**src/hdl/cde_pkg.sv**
```systemverilog
package cde_pkg;

  localparam int unsigned DEPTH  = 16;
  localparam int unsigned DATA_W = 32;
  localparam int unsigned IDX_W  = (DEPTH > 1) ? $clog2(DEPTH) : 1;
  localparam int unsigned CNT_W  = $clog2(DEPTH + 1);
  localparam int unsigned CAP_W  = 5;
  localparam int unsigned MODE_W = 3;

  typedef enum logic [MODE_W-1:0] {
    MODE_INS_FRONT = 3'd0,
    MODE_INS_REAR  = 3'd1,
    MODE_DEL_FRONT = 3'd2,
    MODE_DEL_REAR  = 3'd3,
    MODE_PEEK      = 3'd4
  } mode_e;

  // Commands from the controller to the datapath.
  typedef struct packed {
    logic accept;
    logic load_out;
  } cmd_t;

endpackage

```
**src/hdl/cde_ctrl.sv**
```systemverilog
module cde_ctrl (
  input  logic          clk_i,
  input  logic          rst_ni,
  input  logic          in_valid_i,
  output logic          in_ready_o,
  output logic          out_valid_o,
  input  logic          out_ready_i,
  output cde_pkg::cmd_t cmd_o
);

  typedef enum logic {
    S_IDLE,
    S_READ
  } state_e;

  state_e state_q;
  logic   in_ready_q;
  logic   out_valid_q;

  always_comb begin
    cmd_o.accept   = in_valid_i && in_ready_q;
    cmd_o.load_out = (state_q == S_READ) && (!out_valid_q || out_ready_i);
  end

  always_ff @(posedge clk_i or negedge rst_ni) begin
    if (!rst_ni) begin
      state_q     <= S_IDLE;
      in_ready_q  <= 1'b1;
      out_valid_q <= 1'b0;
    end else begin
      // A result taken in the same cycle as a new load is simply replaced.
      if (out_valid_q && out_ready_i && !cmd_o.load_out) begin
        out_valid_q <= 1'b0;
      end
      case (state_q)
        S_IDLE: begin
          if (in_valid_i) begin
            state_q    <= S_READ;
            in_ready_q <= 1'b0;
          end
        end
        S_READ: begin
          // Wait here while the previous result still occupies the output register.
          if (!out_valid_q || out_ready_i) begin
            out_valid_q <= 1'b1;
            state_q     <= S_IDLE;
            in_ready_q  <= 1'b1;
          end
        end
        default: begin
          state_q    <= S_IDLE;
          in_ready_q <= 1'b1;
        end
      endcase
    end
  end

  assign in_ready_o  = in_ready_q;
  assign out_valid_o = out_valid_q;

endmodule

```
**src/hdl/cde_datapath.sv**
```systemverilog
module cde_datapath (
  input  logic                               clk_i,
  input  logic                               rst_ni,
  input  cde_pkg::cmd_t                      cmd_i,
  input  logic                               cfg_we_i,
  input  logic        [cde_pkg::CAP_W-1:0]   cfg_wdata_i,
  input  logic        [cde_pkg::MODE_W-1:0]  mode_i,
  input  logic signed [cde_pkg::DATA_W-1:0]  data_in_i,
  output logic                               success_o,
  output logic signed [cde_pkg::DATA_W-1:0]  front_value_o,
  output logic signed [cde_pkg::DATA_W-1:0]  rear_value_o,
  output logic                               is_empty_o,
  output logic                               is_full_o,
  output logic        [cde_pkg::CNT_W-1:0]   occupancy_o
);

  localparam int unsigned IW = cde_pkg::IDX_W;
  localparam int unsigned CW = cde_pkg::CNT_W;
  localparam int unsigned DW = cde_pkg::DATA_W;

  logic [DW-1:0] mem [cde_pkg::DEPTH];

  logic [CW-1:0] cap_q, cap_d;
  logic [IW-1:0] head_q, head_d;
  logic [IW-1:0] tail_q, tail_d;
  logic [CW-1:0] count_q, count_d;
  logic          ok_q, ok_d;
  logic          wr_en;
  logic [IW-1:0] wr_idx;

  logic          success_q;
  logic [DW-1:0] front_q, rear_q;
  logic          empty_q, full_q;
  logic [CW-1:0] occ_q;

  function automatic logic [IW-1:0] step_up(logic [IW-1:0] i, logic [CW-1:0] cap);
    logic [CW:0] nxt;
    nxt = (CW+1)'(i) + (CW+1)'(1);
    return (nxt >= (CW+1)'(cap)) ? '0 : nxt[IW-1:0];
  endfunction

  function automatic logic [IW-1:0] step_down(logic [IW-1:0] i, logic [CW-1:0] cap);
    logic [CW-1:0] last;
    last = cap - CW'(1);
    return ((i == '0) || ((CW+1)'(i) >= (CW+1)'(cap))) ? last[IW-1:0] : i - IW'(1);
  endfunction

  // Written capacity is clamped to the range one to the store depth.
  function automatic logic [CW-1:0] clamp_cap(logic [cde_pkg::CAP_W-1:0] v);
    int unsigned w;
    w = int'(v);
    if (w == 0) begin
      w = 1;
    end else if (w > cde_pkg::DEPTH) begin
      w = cde_pkg::DEPTH;
    end
    return CW'(w);
  endfunction

  always_comb begin
    head_d  = head_q;
    tail_d  = tail_q;
    count_d = count_q;
    ok_d    = 1'b0;
    wr_en   = 1'b0;
    wr_idx  = head_q;
    case (mode_i)
      cde_pkg::MODE_INS_FRONT: begin
        if (count_q < cap_q) begin
          head_d  = step_down(head_q, cap_q);
          wr_en   = 1'b1;
          wr_idx  = head_d;
          count_d = count_q + CW'(1);
          if (count_q == '0) begin
            tail_d = head_d;
          end
          ok_d = 1'b1;
        end
      end
      cde_pkg::MODE_INS_REAR: begin
        if (count_q < cap_q) begin
          tail_d  = step_up(tail_q, cap_q);
          wr_en   = 1'b1;
          wr_idx  = tail_d;
          count_d = count_q + CW'(1);
          if (count_q == '0) begin
            head_d = tail_d;
          end
          ok_d = 1'b1;
        end
      end
      cde_pkg::MODE_DEL_FRONT: begin
        if (count_q != '0) begin
          head_d  = step_up(head_q, cap_q);
          count_d = count_q - CW'(1);
          ok_d    = 1'b1;
        end
      end
      cde_pkg::MODE_DEL_REAR: begin
        if (count_q != '0) begin
          tail_d  = step_down(tail_q, cap_q);
          count_d = count_q - CW'(1);
          ok_d    = 1'b1;
        end
      end
      cde_pkg::MODE_PEEK: begin
        ok_d = 1'b1;
      end
      default: begin
        ok_d = 1'b0;
      end
    endcase
  end

  assign cap_d = clamp_cap(cfg_wdata_i);

  always_ff @(posedge clk_i or negedge rst_ni) begin
    if (!rst_ni) begin
      cap_q   <= CW'(cde_pkg::DEPTH);
      head_q  <= '0;
      tail_q  <= IW'(cde_pkg::DEPTH - 1);
      count_q <= '0;
      ok_q    <= 1'b0;
    end else if (cfg_we_i) begin
      cap_q   <= cap_d;
      head_q  <= '0;
      tail_q  <= IW'(cap_d - CW'(1));
      count_q <= '0;
    end else if (cmd_i.accept) begin
      head_q  <= head_d;
      tail_q  <= tail_d;
      count_q <= count_d;
      ok_q    <= ok_d;
    end
  end

  always_ff @(posedge clk_i) begin
    if (cmd_i.accept && wr_en) begin
      mem[wr_idx] <= data_in_i;
    end
  end

  // The result is read from the store in the read state that follows the update,
  // straight into the output register.
  always_ff @(posedge clk_i) begin
    if (cmd_i.load_out) begin
      success_q <= ok_q;
      front_q   <= (count_q == '0) ? '1 : mem[head_q];
      rear_q    <= (count_q == '0) ? '1 : mem[tail_q];
      empty_q   <= (count_q == '0);
      full_q    <= (count_q == cap_q);
      occ_q     <= count_q;
    end
  end

  assign success_o     = success_q;
  assign front_value_o = front_q;
  assign rear_value_o  = rear_q;
  assign is_empty_o    = empty_q;
  assign is_full_o     = full_q;
  assign occupancy_o   = occ_q;

endmodule

```
**src/hdl/circular_deque_engine_top.sv**
```systemverilog
// Each transaction updates the deque pointers when accepted; its result is then read
// from the store into the output register, from which it can be taken.
// A new transaction is not accepted until the store read of the last one is done,
// and a result not yet taken stalls the read step.
// A new input is accepted while a finished result still waits at the output.
// Reset (rst_ni low, asynchronous) empties the deque and sets capacity to 16;
// store contents are not cleared, and a capacity write also empties the deque.
module circular_deque_engine_top (
  input  logic                               clk_i,
  input  logic                               rst_ni,
  input  logic                               cfg_we_i,
  input  logic        [cde_pkg::CAP_W-1:0]   cfg_wdata_i,
  input  logic                               in_valid_i,
  output logic                               in_ready_o,
  input  logic        [cde_pkg::MODE_W-1:0]  mode_i,
  input  logic signed [cde_pkg::DATA_W-1:0]  data_in_i,
  output logic                               out_valid_o,
  input  logic                               out_ready_i,
  output logic                               success_o,
  output logic signed [cde_pkg::DATA_W-1:0]  front_value_o,
  output logic signed [cde_pkg::DATA_W-1:0]  rear_value_o,
  output logic                               is_empty_o,
  output logic                               is_full_o,
  output logic        [cde_pkg::CNT_W-1:0]   occupancy_o
);

  cde_pkg::cmd_t cmd;

  cde_ctrl u_ctrl (
    .clk_i       (clk_i),
    .rst_ni      (rst_ni),
    .in_valid_i  (in_valid_i),
    .in_ready_o  (in_ready_o),
    .out_valid_o (out_valid_o),
    .out_ready_i (out_ready_i),
    .cmd_o       (cmd)
  );

  cde_datapath u_datapath (
    .clk_i         (clk_i),
    .rst_ni        (rst_ni),
    .cmd_i         (cmd),
    .cfg_we_i      (cfg_we_i),
    .cfg_wdata_i   (cfg_wdata_i),
    .mode_i        (mode_i),
    .data_in_i     (data_in_i),
    .success_o     (success_o),
    .front_value_o (front_value_o),
    .rear_value_o  (rear_value_o),
    .is_empty_o    (is_empty_o),
    .is_full_o     (is_full_o),
    .occupancy_o   (occupancy_o)
  );

endmodule

```
**config.mk**
```make
export PLATFORM = sky130hd
export DESIGN_NAME = circular_deque_engine_top
export DESIGN_NICKNAME = d
export VERILOG_FILES = /design/src/hdl/cde_pkg.sv /design/src/hdl/cde_ctrl.sv /design/src/hdl/cde_datapath.sv /design/src/hdl/circular_deque_engine_top.sv
export SDC_FILE = /design/constraint.sdc
export NUM_CORES = 1
export LEC_CHECK = 0
export BUFFER_PORTS_ARGS = -buffer_cell sky130_fd_sc_hd__buf_2
export CAP_MARGIN = 20
export CORE_MARGIN = 8
export CORE_UTILIZATION = 35
export CTS_CLUSTER_SIZE = 10
export DETAILED_ROUTE_END_ITERATION = 8
export HOLD_SLACK_MARGIN = 0.08
export PLACE_DENSITY_LB_ADDON = 0.2
export SYNTH_ARGS = -nofsm -noshare
export SYNTH_HDL_FRONTEND = slang
export SYNTH_SLANG_ARGS = --single-unit
```
**constraint.sdc**
```tcl
create_clock -name clk_i -period 7.18 [get_ports clk_i]
set_input_delay 1.436 -clock clk_i [delete_from_list [all_inputs] [get_ports clk_i]]
set_output_delay 1.436 -clock clk_i [all_outputs]
set_load 0.1 [all_outputs]
```
==> After elaboration in Yosys (flattened, before gate mapping) <==
Memories as Yosys holds them, arrays and structs flattened. A register that Yosys moved wholly into a read port is not among the register bits.
Cells that the tools add are included.
{ "word_totals": {"register_bits": 30, "mem_bits_rw": 512, "inputBits": 45, "out_inout_bits": 74, "wordCells": 113, "n_memories": 1} }
{ "mem_list": {"columns": ["name", "depth", "word_bits", "read_ports", "rd_ports_with_merged_regs", "wr", "line_no", "text"], "rows": [
  ["u_datapath.mem", 16, 32, 2, 2, 1, "cde_datapath.sv:21", "logic [DW-1:0] mem [cde_pkg::DEPTH];"]
]} }
{ "classes": {"addsub": 8, "n_lt_le_gt_ge": 6, "n_eq_ne": 15, "n_mux": 42, "n_bitwise": 2, "n_reduce_logical": 27} }
{ "ops": {"columns": ["cell", "count"], "rows": [
  ["4-bit 2-to-1 mux", 17],
  ["5-bit 2-to-1 mux", 6],
  ["4-bit case mux with 3 select lines", 2],
  ["3-bit by 2-bit != test with 1-bit output (second input constant)", 6],
  ["4-bit by 1-bit subtractor with 4-bit output (second input constant)", 4],
  ["1-bit 2-to-1 mux", 12],
  ["4-bit by 1-bit adder with 5-bit output (second input constant)", 2],
  ["4-bit by 5-bit greater-or-equal comparator with 1-bit output", 2],
  ["5-bit greater-or-equal comparator", 2],
  ["5-bit zero test", 2],
  ["5-bit case mux with 2 select lines", 1],
  ["4-bit zero test", 2],
  ["4-bit case mux with 2 select lines", 1],
  ["4-bit nonzero test", 2],
  ["3-bit by 2-bit equality test with 1-bit output (second input constant)", 2],
  ["3-bit by 1-bit != test with 1-bit output (second input constant)", 2],
  ["6-bit AND reduction", 1],
  ["5-bit by 1-bit adder with 5-bit output (second input constant)", 1],
  ["5-bit equality test", 1],
  ["5-bit greater-than comparator (second input constant)", 1],
  ["1-bit logical AND", 5],
  ["5-bit less-than comparator", 1],
  ["5-bit AND reduction", 1],
  ["5-bit nonzero test", 1],
  ["15 further kinds", 23]
]} }

==> Depth between registers and ports, before layout <==
{ "depth": {"depth_word": 8, "depth_mapped": 12, "depth_no_buf": 10} }

==> Hierarchy <==
A second synthesis with hierarchy kept.
{ "unflattened": {"cells_unflattened": 1561, "area_unflattened_um2": 28155.8} }
{ "modules_own_cells": {"columns": ["mod", "instances", "cells_each", "area_per_inst_um2", "seq_area_each_um2"], "rows": [
  ["cde_datapath", 1, 1550, 28018.1, 18018.5],
  ["cde_ctrl", 1, 11, 137.6, 76.3]
]} }

==> Least setup slack after synthesis <==
Ideal clock, no wire load.
{ "synth_path": {"path_type": "input to register", "from": "in mode_i[2] (netlist bit)", "to": "mem u_datapath.mem[2][0] (netlist bit), enable pin", "setup_ns": 0.513, "t_arrival_ns": 5.959, "t_required_ns": 6.667, "slack_ns": 0.708, "stages": 6, "n_path_buf": 1, "cell_sequence": "clkbuf_1 > nor2_1 > nand3_2 > o32ai_1 > o2111ai_1 > nor4b_1"} }
{ "synth_between": {"elab_chain_cells": 6, "word_cells_on_any_way": 8, "classes_between": "eq/ne: 1; mux: 4; reduce/logical: 3"} }
{ "synth_lines": {"columns": ["element", "line_no", "text"], "rows": [
  ["start: declaration", "circular_deque_engine_top.sv:15", "input logic [cde_pkg::MODE_W-1:0] mode_i,"],
  ["3-bit by 1-bit equality test with 1-bit output or 3-bit zero test (tied branches)", "cde_datapath.sv:67", "case (mode_i)"],
  ["2-bit OR reduction (no source line)", null, null],
  ["1-bit 2-to-1 mux", null, null],
  ["1-bit logical AND", "cde_datapath.sv:138", "if (cmd_i.accept && wr_en) begin"],
  ["1-bit 2-to-1 mux", "cde_datapath.sv:138", null],
  ["1-bit 2-to-1 mux (not written as such)", "cde_datapath.sv:139", "mem[wr_idx] <= data_in_i;"],
  ["end: declaration", "cde_datapath.sv:21", null]
]} }
Several ways; a longest one is shown, not always the timed one.

==> Worst setup path after layout <==
{ "layout_path": {"from": "reg u_datapath.tail_q[0]", "to": "mem u_datapath.mem[13][11] (netlist bit), enable pin"} }
{ "layout_between": {"elab_chain_cells": 5} }
{ "layout_lines": {"columns": ["element", "line_no", "text"], "rows": [
  ["start: declaration", "cde_datapath.sv:25", "logic [IW-1:0] tail_q, tail_d;"],
  ["start signal: assignment", "cde_datapath.sv:121", "tail_q <= IW'(cde_pkg::DEPTH - 1);"],
  ["start signal: assignment", "cde_datapath.sv:127", "tail_q <= IW'(cap_d - CW'(1));"],
  ["start signal: assignment", "cde_datapath.sv:131", "tail_q <= tail_d;"],
  ["4-bit by 1-bit adder with 5-bit output (*)", "cde_datapath.sv:38", "nxt = (CW+1)'(i) + (CW+1)'(1);"],
  ["5-bit greater-or-equal comparator", "cde_datapath.sv:39", "return (nxt >= (CW+1)'(cap)) ? '0 : nxt[IW-1:0];"],
  ["4-bit 2-to-1 mux (*)", "cde_datapath.sv:39", null],
  ["4-bit 2-to-1 mux (*)", "cde_datapath.sv:81", "if (count_q < cap_q) begin"],
  ["4-bit case mux with 2 select lines (*)", "cde_datapath.sv:67", null]
]} }
Every way passes the cells marked *; elsewhere a longest branch is shown, timed or not.

==> run_results.csv <==
group,metric,value,unit
min_path,min_from,"u_datapath.ok_q",
cells_and_area,layout.cells.non_filler,2754,
synth,synth.area.mux_share,0.225,
sta,whs,0.446,ns
global_routing,use_met2,0.278,
power_and_ir_drop,p_leak,10.2,nW
critical_path,reg2reg_depth,10,
power_and_ir_drop,intPower,7.11,mW
synth,seq_area_frac_synth,0.639,
clocking,clkTransAtPathRegs,0.06,ns
synth,synth_seq_cells,606,
outcome,outcome,"finished, final reports clean",
min_path,min_to,"u_datapath.success_o",
min_path,hold_depth,0,
sta,tightest_slew,1.08,ns
synth,synthTopCellsByArea,"edfxtp_1 62%, mux4_2 18%, mux2i_1 4.6%",
cells_and_area,drive_gt1_frac,0.326,
critical_path,slowest_delay,1.10,ns
placed_design,dp.final_hpwl,45.9,mm
clocking,cts_tree,"yes",
synth,synthAdderAreaFrac,0.0153,
power_and_ir_drop,power.share.clock,0.308,
synth,yosysTopAreaCell,"edfxtp_1",
floorplan,fp.coreArea,80300,um^2
cells_and_area,area_growth,14.2,%
sta,slew_headroom,0.283,
placed_design,gp_congestion,0.846,
sta,min_period_over_period,0.689,
synth,synth_most_common_cell,"edfxtp_1",
clocking,holdBufCountCts,0,
global_routing,busiest_layer,"met2",
synth,synth_compound_area_frac,0.0582,
critical_path,critPathLaunchType,"flop",
sta,max_freq,0.202,GHz
sta,report.final.setup_viol,0,
synth,synthCells,1530,
power_and_ir_drop,pwr-share-comb,0.291,
routing,via_count,15817,
routing,wl_per_cell,27.7,um
sta,setup_ws,2.23,ns
clocking,cts_resized,0,
critical_path,cp_slowest_cell,"dfstp_4",
critical_path,cp_cell_sequence,"inv_1 > ha_1 > ha_1 > a21o_1 > a31oi_1 > o211a_1 > a31oi_1 > o21ai_2 > nor4bb_4 > buf_4",
sta,finalSetupTns,0,ns
cells_and_area,nNetsFinal,1746,
critical_path,endpoint_kind,"flop",
placed_design,dpl.cell_count,2650,
synth,syn-num-nets,1609,
synth,synth.top_cell.area_share,0.620,
power_and_ir_drop,seq_power_share,0.401,
sta,final-hold-violation-count,0,
power_and_ir_drop,switchingPower,3.64,mW
placed_design,pre_cts_ws,2.24,ns
critical_path,criticalPathCategory,"reg2reg",
global_routing,grt_max_degree,55,
cells_and_area,nFillCells,7138,
synth,synthXorXnorAreaFrac,0.00495,
placed_design,dpl-instance-area,30200,um^2
floorplan,die_area,90200,um^2
power_and_ir_drop,p_total,10.7,mW
min_path,hold_class,"reg2reg",
synth,synth_area_per_cell,18.5,um^2
routing,wl,76.4,mm
floorplan,die-width,300,um
global_routing,grt_use_met3,0.0305,
global_routing,grt_pass1_wl,114,mm
floorplan,ios,119,
sta,fin_skew,0.0268,ns
global_routing,antenna_found_initial,5,
sta,period_needed,4.95,ns
routing,drc_errors,0,
critical_path,r2r-end,"u_datapath.mem[13][11]",
clocking,clock_path_buffers,3,
cells_and_area,multi_input_area,9790,um^2
power_and_ir_drop,ir_drop,215,uV
floorplan,initial_core_util,0.353,
clocking,cts_setup_buffers,0,
critical_path,cp.arrival,5.17,ns
clocking,clk_latency,0.62,ns
clocking,clockRootBuffer,"clkbuf_16",
synth,yosysWarnings,0,
synth,synth_enable_flop_cells,584,
clocking,htree_levels,3,
synth,synthTopCellsByCount,"584 x edfxtp_1, 226 x mux4_2, 129 x mux2i_1",
sta,grt_setup_unrepaired,"no",
synth,ys_types,74,
cells_and_area,ff_latch_area,18100,um^2
cells_and_area,fin_area,32300,um^2
synth,yosys.area_share.simple,0.0378,
placed_design,portBuffers,118,
global_routing,track_usage,0.168,
cells_and_area,utilization,0.403,
routing,viasPerCell,5.74,
run,drv_cap,0,
synth,async_reset_ff_frac,0.0363,
floorplan,rows,104,
routing,initialDrtViolationCount,1409,
critical_path,required,7.41,ns
synth,netlist_area,28300,um^2
critical_path,r2r_slack,2.23,ns
sta,slew_violations,0,
critical_path,regToRegStartpoint,"u_datapath.tail_q[0]",
cells_and_area,diodes,0,
power_and_ir_drop,swShare,0.339,
floorplan,die_h,300,um
clocking,cts.sinks,606,
global_routing,grt_pass1_vias,16865,
clocking,numCtsBuffers,74,
critical_path,cp_max_fo,48,
global_routing,grt_use_met1,0.228,
global_routing,overflow,0,
synth,synth_top_family_by_area,"multiplexers",
synth,synthFlopType,"edfxtp_1",
power_and_ir_drop,p_per_area,332,nW/um^2
routing,ant_nets,0,
routing,drtPass1Iterations,7,
-- layout make-up --
class | instances | share of cell area
tap | 1060 | 0.0410
timing repair buffer | 166 | 0.0294
multi-input combinational | 798 | 0.303
inverter | 21 | 0.00244
clock inverter | 14 | 0.00368
clock buffer | 89 | 0.0606
sequential | 606 | 0.560
-- layer usage --
metal | wire, um | part of all wire | vias up
li1 | - | - | 6771
met1 | 33500 | 0.44 | 8452
met2 | 37200 | 0.49 | 488
met3 | 4110 | 0.054 | 104
met4 | 1530 | 0.020 | 2
met5 | 13 | 0.00017 | -
-- critical path, delay by kind of cell, from the launching register on --
family	cells	cell delay, ns
buffers and inverters	2	0.77
AO/OA/AOI/OAI	5	1.68
flip-flops	1	1.10
AND/OR/NAND/NOR	1	0.33
adder cells (fa/ha/maj)	2	0.64
-- cell families (layout without fill, tap and decap cells) --
family	Yosys count	count (layout)
AO/OA/AOI/OAI	213	213
XOR/XNOR	16	16
adder cells (fa/ha/maj)	34	34
buffers and inverters	126	290
flip-flops	606	606
multiplexers	355	355
AND/OR/NAND/NOR	180	180
-- how the worst max path moves through the flow --
stage | depth (start not counted) | slack [ns] | start | to
floorplan | 6 | 0.71 | mode_i[2] | u_datapath.mem[2][0]
global route | 10 | 1.90 | u_datapath.tail_q[0] | u_datapath.mem[13][7]
CTS | 10 | 2.18 | u_datapath.tail_q[0] | u_datapath.mem[13][11]
global placement | 10 | 2.34 | u_datapath.tail_q[0] | u_datapath.mem[13][29]
finish | 10 | 2.23 | u_datapath.tail_q[0] | u_datapath.mem[13][11]
detailed placement | 10 | 2.24 | u_datapath.tail_q[0] | u_datapath.mem[13][7]
-- power by group through the flow --
stage / clock (mW) / sequential, mW / combinational (mW)
floorplan: 0 / 4.72 / 1.91
global placement: 0 / 4.38 / 3.15
detailed placement: 0 / 4.38 / 3.16
CTS: 3.41 / 4.31 / 3.17
global route: 3.52 / 4.33 / 3.34
finish: 3.31 / 4.31 / 3.13
-- sequential cells by signal, summed over array words and instances, names as in the netlist --
register and cells:
u_ctrl.in_ready_o 1, u_ctrl.out_valid_o 1, u_ctrl.state_q 1, u_datapath.cap_q 5, u_datapath.count_q 5, u_datapath.front_value_o 32, u_datapath.head_q 4, u_datapath.is_empty_o 1
u_datapath.is_full_o 1, u_datapath.mem 512, u_datapath.occupancy_o 5, u_datapath.ok_q 1, u_datapath.rear_value_o 32, u_datapath.success_o 1, u_datapath.tail_q 4
-- placed cells by master (no fill, tap or decap), drive strengths merged, types with 24 or more instances in the layout --
cell	synthesis	layout
nor2	44	44
mux2i	129	129
o211ai	28	28
a22oi	33	33
a221oi	62	62
clkbuf	51	89
nand2	26	26
or2	34	34
mux4	226	226
edfxtp	584	584
o21ai	24	24
buf	54	166
ha	33	33
Note: power is estimated with default switching activity, not from simulation.
